==> src/design/bfac_pkg.sv <==
// Shared types, codes and constants of the Bloom filter add/check engine.
`timescale 1ns / 1ps
`default_nettype none
package bfac_pkg;

   typedef struct packed {
      logic [1:0] req_type;
      logic [7:0] key_byte;
      logic       last_byte;
   } req_beat_type;

   typedef struct packed {
      logic       found;
      logic [1:0] done_kind;
   } rsp_beat_type;

   localparam logic [1:0] REQ_ADD   = 2'd0;
   localparam logic [1:0] REQ_CHECK = 2'd1;
   localparam logic [1:0] REQ_CLEAR = 2'd2;

   localparam int CSR_INDEX_W = 2;
   localparam int CSR_DATA_W  = 32;
   localparam logic [CSR_INDEX_W-1:0] CSR_FILTER_BITS = 2'd0;
   localparam logic [CSR_INDEX_W-1:0] CSR_PROBE_COUNT = 2'd1;

   localparam int FILTER_BITS_W = 21;
   localparam int PROBE_COUNT_W = 6;
   localparam logic [FILTER_BITS_W-1:0] FILTER_BITS_RESET = 21'd1048576;
   localparam logic [PROBE_COUNT_W-1:0] PROBE_COUNT_RESET = 6'd7;

   localparam int HASH_W = 64;
   localparam logic [HASH_W-1:0] FNV_START = 64'd2166136261;
   localparam int MOD_CNT_W = 6;
   localparam logic [MOD_CNT_W-1:0] MOD_LAST = 6'd63;

   typedef enum logic [2:0] {
      ST_CLEAR,
      ST_IDLE,
      ST_MOD,
      ST_LOAD,
      ST_READ,
      ST_UPDATE
   } state_type;

   typedef struct packed {
      logic hash_en;
      logic key_end;
      logic hash_restart;
      logic mod_step;
      logic pos_load;
      logic probe_next;
      logic mem_rd;
      logic mem_wr;
      logic clr_start;
      logic clr_step;
   } dp_cmd_type;

   typedef struct packed {
      logic mod_done;
      logic clr_last;
      logic last_probe;
      logic bit_set;
   } dp_status_type;

endpackage
`default_nettype wire

==> src/design/bfac_control.sv <==
// Controller: state machine that sequences hashing, reduction, probes and clearing.
`timescale 1ns / 1ps
`default_nettype none
module bfac_control (
   input  wire logic                     clock,
   input  wire logic                     reset,
   input  wire logic                     start,
   input  wire bfac_pkg::req_beat_type   req_beat,
   output logic                          busy,
   output bfac_pkg::dp_cmd_type          cmd,
   input  wire bfac_pkg::dp_status_type  status,
   output logic                          rsp_strobe,
   output bfac_pkg::rsp_beat_type        rsp_beat
);

   bfac_pkg::state_type state_ff, state_in;
   logic [1:0] kind_ff, kind_in;
   logic report_ff, report_in;
   logic rsp_strobe_ff, rsp_strobe_in;
   bfac_pkg::rsp_beat_type rsp_beat_ff, rsp_beat_in;

   always_ff @(posedge clock) begin
      if (reset) begin
         state_ff <= bfac_pkg::ST_CLEAR;
         report_ff <= 1'b0;
         rsp_strobe_ff <= 1'b0;
      end else begin
         state_ff <= state_in;
         report_ff <= report_in;
         rsp_strobe_ff <= rsp_strobe_in;
      end
   end

   always_ff @(posedge clock) begin
      kind_ff <= kind_in;
      rsp_beat_ff <= rsp_beat_in;
   end

   always_comb begin
      state_in = state_ff;
      kind_in = kind_ff;
      report_in = report_ff;
      rsp_strobe_in = 1'b0;
      rsp_beat_in = rsp_beat_ff;
      cmd = '0;
      unique case (state_ff)
         bfac_pkg::ST_CLEAR: begin
            cmd.clr_step = 1'b1;
            if (status.clr_last) begin
               if (report_ff) begin
                  rsp_strobe_in = 1'b1;
                  rsp_beat_in.found = 1'b0;
                  rsp_beat_in.done_kind = bfac_pkg::REQ_CLEAR;
               end
               report_in = 1'b0;
               state_in = bfac_pkg::ST_IDLE;
            end
         end
         bfac_pkg::ST_IDLE: begin
            if (start) begin
               case (req_beat.req_type) inside
                  bfac_pkg::REQ_CLEAR: begin
                     cmd.hash_restart = 1'b1;
                     cmd.clr_start = 1'b1;
                     report_in = 1'b1;
                     state_in = bfac_pkg::ST_CLEAR;
                  end
                  bfac_pkg::REQ_ADD, bfac_pkg::REQ_CHECK: begin
                     cmd.hash_en = 1'b1;
                     if (req_beat.last_byte) begin
                        cmd.key_end = 1'b1;
                        kind_in = req_beat.req_type;
                        state_in = bfac_pkg::ST_MOD;
                     end
                  end
                  default: begin
                  end
               endcase
            end
         end
         bfac_pkg::ST_MOD: begin
            cmd.mod_step = 1'b1;
            if (status.mod_done) begin
               state_in = bfac_pkg::ST_LOAD;
            end
         end
         bfac_pkg::ST_LOAD: begin
            cmd.pos_load = 1'b1;
            state_in = bfac_pkg::ST_READ;
         end
         bfac_pkg::ST_READ: begin
            cmd.mem_rd = 1'b1;
            state_in = bfac_pkg::ST_UPDATE;
         end
         bfac_pkg::ST_UPDATE: begin
            cmd.mem_wr = (kind_ff == bfac_pkg::REQ_ADD);
            if (kind_ff == bfac_pkg::REQ_CHECK && !status.bit_set) begin
               rsp_strobe_in = 1'b1;
               rsp_beat_in.found = 1'b0;
               rsp_beat_in.done_kind = kind_ff;
               state_in = bfac_pkg::ST_IDLE;
            end else if (status.last_probe) begin
               rsp_strobe_in = 1'b1;
               rsp_beat_in.found = (kind_ff == bfac_pkg::REQ_CHECK);
               rsp_beat_in.done_kind = kind_ff;
               state_in = bfac_pkg::ST_IDLE;
            end else begin
               cmd.probe_next = 1'b1;
               state_in = bfac_pkg::ST_READ;
            end
         end
         default: begin
            state_in = bfac_pkg::ST_IDLE;
         end
      endcase
   end

   assign busy = (state_ff != bfac_pkg::ST_IDLE);
   assign rsp_strobe = rsp_strobe_ff;
   assign rsp_beat = rsp_beat_ff;

   a_rsp_single: assert property (@(posedge clock) disable iff (reset)
      rsp_strobe_ff |=> !rsp_strobe_ff)
      else $error("two result beats in a row");

   a_clear_enters: assert property (@(posedge clock) disable iff (reset)
      (start && !busy && req_beat.req_type == bfac_pkg::REQ_CLEAR)
      |=> state_ff == bfac_pkg::ST_CLEAR)
      else $error("clear request did not start clearing pass");

   a_add_not_found: assert property (@(posedge clock) disable iff (reset)
      (rsp_strobe_ff && rsp_beat_ff.done_kind != bfac_pkg::REQ_CHECK) |-> !rsp_beat_ff.found)
      else $error("found set on a non-check result");

   a_update_after_read: assert property (@(posedge clock) disable iff (reset)
      state_ff == bfac_pkg::ST_UPDATE |-> $past(state_ff) == bfac_pkg::ST_READ)
      else $error("update without a preceding read");

endmodule
`default_nettype wire

==> config.mk <==
export PLATFORM = sky130hd
export DESIGN_NAME = bfac_control
export DESIGN_NICKNAME = d
export VERILOG_FILES = /design/src/design/bfac_pkg.sv /design/src/design/bfac_control.sv
export SDC_FILE = /design/constraint.sdc
export NUM_CORES = 1
export LEC_CHECK = 0
export ABC_AREA = 1
export BUFFER_PORTS_ARGS = -buffer_cell sky130_fd_sc_hd__buf_4
export CAP_MARGIN = 20
export CORE_MARGIN = 2
export CORE_UTILIZATION = 37
export DETAILED_ROUTE_END_ITERATION = 7
export GPL_ROUTABILITY_DRIVEN = 0
export GPL_TIMING_DRIVEN = 0
export PLACE_DENSITY = 0.79
export SYNTH_ARGS = -nofsm -noshare
export SYNTH_HDL_FRONTEND = slang
export SYNTH_SLANG_ARGS = --single-unit
==> constraint.sdc <==
create_clock -name clock -period 1.4 [get_ports clock]
set_input_delay 0.28 -clock clock [delete_from_list [all_inputs] [get_ports clock]]
set_output_delay 0.28 -clock clock [all_outputs]
set_load 0.02 [all_outputs]
==> impl_results.md <==
- Vias in the first global route: 610
- Most common cell after layout, fill and taps aside: buf_4
- ANT nets after route: 0
- Largest net degree at the start of global routing: 8
- Period minus WS final: 1576 ps
- Seq cells post-synth: 10
- Io pins: 33
- Max-slew headroom: 75.35%
- Total of max-cap violations: 0
- Global-route wire length before repair: 2587 µm
- Cell Chain, Critical Path: nor3_4 > nand4_1 > inv_2 > buf_6 > buf_6
- Cells after Synth: 72
- Clk pin slew, worst setup/hold paths: 70 ps
- HPWL after DPL: 1030 µm
- Share of layout cells above drive strength 1: 60.36%
- Top-area cell type share of the netlist area: 27.15%
- DRT iter0 DRCs: 24
- Placed insts: 111
- Failing checks: setup timing
- Vias: 661
- Core Area: 0.001350 mm²
- HP Class: primary input to flip-flop
- Clock Tree Buf Depth: 2
- DR pass1 iterations: 5
- CTS root buffer: clkbuf_4
- Startpoint Class: flip-flop
- Crit path from: state_ff[2]$_SDFFE_PP0P_
- Non-filler cells, final: 126
- Worst vdd ir: 0.7314 mV
- PortBufs: 24
- Worst Skew: 8.106 ps
- Mapped Avg Cell Area: 7.681 µm²
- Clk Latency, worst-skew pair: 270 ps
- Max stage delay on crit path: 370 ps
- Placement Rows: 13
- Leak: 0.4748 nW
- CP max-delay cell: dfxtp_4
- Critical path class: flip-flop to primary output
- CP Data Required Time: 1120 ps
- CP arrival: 1300 ps
- Die Y: 42.66 µm
- Distinct cells, synth: 20
- Most Frequent Cell on Critical Path: buf_6
- Starting Density: 40.96%
- Worst-path maximum fanout: 4
- Routed wire length per instance: 15.29 µm
- Worst r2r dst: state_ff[0]$_SDFFE_PP0P_
- TritonCTS buffer count: 3
- Setup Viol. Count Final: 12
- FF-to-FF setup slack: -10 ps
- Worst setup margin: -175.9 ps
- DR vias/cell: 5.246
- Worst setup path end: cmd[7]
- Die area: 0.001820 mm²
- Layout fillers: 96
- CTS Sinks: 10
- GRT Overall Usage: 18.99%
- Most frequent cells in the layout: buf_4 (23), buf_6 (13), inv_1 (11), nand2_1 (7), nor2_1 (6)
- Area grow syn2layout: 86.65%
- Power per cell area: 1291 mW/mm²
- Layout net count: 130
- CTS tree: built
- Post-synthesis sequential area ratio: 45.25%
- Htree depth: 1
- Final Max Slew Viols: 0
- Tcrit/Tclk final: 112.6%
- Crit path capture type: primary output
- Post-synthesis instance area: 553.0 µm²
- Diodes inserted: 0
- Final-report hold violation count: 0
- Syn Nets: 90
- Post-place setup slack: -70.51 ps
- DR DRC count: 0
- RSZ-0062 raised after global routing: true
- Initial antenna violation count: 0
- Dominant cells by area after synthesis: edfxtp_1 (27%), dfxtp_1 (18%), inv_1 (8.8%), nor2_1 (6.1%), nand2_1 (5.4%)
- Measured slew at the worst slew-check pin: 366.4 ps
- Leading area contributor after synthesis: edfxtp_1
- Total Routed Length: 1926 µm
- Die width: 42.66 µm
- FF-to-FF Start: state_ff[2]$_SDFFE_PP0P_
- R2R cell count: 7
- Status: finished, violations left
- GR Overflow Total: 0
- Fmax: 0.6346 GHz
- Yosys warnings: 0
## logic make-up after synthesis
kind of cell | count (synthesis) | share of synthesized area (%)
buffers and inverters | 17 | 12.22
and+or+nand+nor | 39 | 35.97
DFF | 10 | 45.25
AOI/OAI and AO/OA | 6 | 6.560
## Yosys cell counts
cell and n:
inv_2 3, o21ai_0 1, dfxtp_1 5, nor3_1 5, inv_1 13, a21oi_2 1, nor2_2 2, nand3_2 1
edfxtp_1 5, nand2_1 8, nor4_1 3, nand4_1 1, nor2_1 9, nand3b_1 1, a21oi_1 3, o211ai_1 1
nand2_2 3, nand3_1 5, nor2_4 1, buf_4 1
## critical path: cells and delay by family, from the launching register on
| kind | cells | cell delay, ps |
|---|---|---|
| flip-flops | 1 | 370 |
| buffers and inverters | 3 | 290 |
| AND/OR/NAND/NOR | 2 | 360 |
## flip-flops by register name, indices dropped and copies added (netlist names)
| signal | flops |
|---|---|
| rsp_beat | 3 |
| state_ff | 3 |
| kind_ff | 2 |
| report_ff | 1 |
| rsp_strobe | 1 |
## metrics by stage
stage	power [mW]	setup TNS, ps	util (%)	hold WS, ps	area (µm²)
floorplan	0.6597	-49.44	-	342.4	580.6
detailed placement	0.7915	-70.51	57.74	454.8	779.5
CTS	1.193	-1045	70.99	189.5	958.4
finish	1.333	-996.8	76.46	198.8	1032
global route	1.400	-1649	76.46	181.6	1032
global placement	0.7839	-52.59	57.74	451.0	779.5
## final cells by class
| cell class | count | area, µm² | area share [%] |
|---|---|---|---|
| Timing Repair Buffer | 35 | 307.8 | 29.82 |
| Tap cell | 15 | 18.77 | 1.818 |
| Inverter | 16 | 67.56 | 6.545 |
| Buffer | 1 | 11.26 | 1.091 |
| Clock buffer | 4 | 36.28 | 3.515 |
| Sequential cell | 10 | 261.5 | 25.33 |
| Multi-Input combinational cell | 45 | 329.1 | 31.88 |
## routing by layer
metal  track usage (%)  vias to the layer above  wire, µm
li1                  -                      311         -
met1             20.42                      309       734
met2             35.45                       32      1021
met3             3.830                        9       104
met4             7.500                        0        65
met5                 0                        -         0
## how the worst min path moves through the flow
stage / from / to / slack [ps] / cells past startpoint
final: req_beat[9] / kind_ff[0]$_DFFE_PP_ / 200 / 1
after global placement: report_ff$_SDFFE_PP0P_ / report_ff$_SDFFE_PP0P_ / 450 / 2
after CTS: reset / state_ff[0]$_SDFFE_PP0P_ / 190 / 2
after global routing: req_beat[9] / kind_ff[0]$_DFFE_PP_ / 180 / 1
after floorplan: reset / state_ff[0]$_SDFFE_PP0P_ / 340 / 1
after detailed placement: report_ff$_SDFFE_PP0P_ / report_ff$_SDFFE_PP0P_ / 450 / 2
## power by group
group	switching [mW]	internal [mW]	total (mW)
clock	0.109	0.158	0.267
combinational	0.387	0.302	0.689
sequential	0.0375	0.339	0.376
total	0.533	0.799	1.33
## what timing repair did
action,in CTS,in global routing
hold buffers,0,0
endpoints found under the setup margin,11,17
pin swaps,4,6
gates resized for setup,24,14
setup buffers,8,5
endpoints found under the hold margin,0,0
No activity file was read; power rests on OpenSTA's default activity.
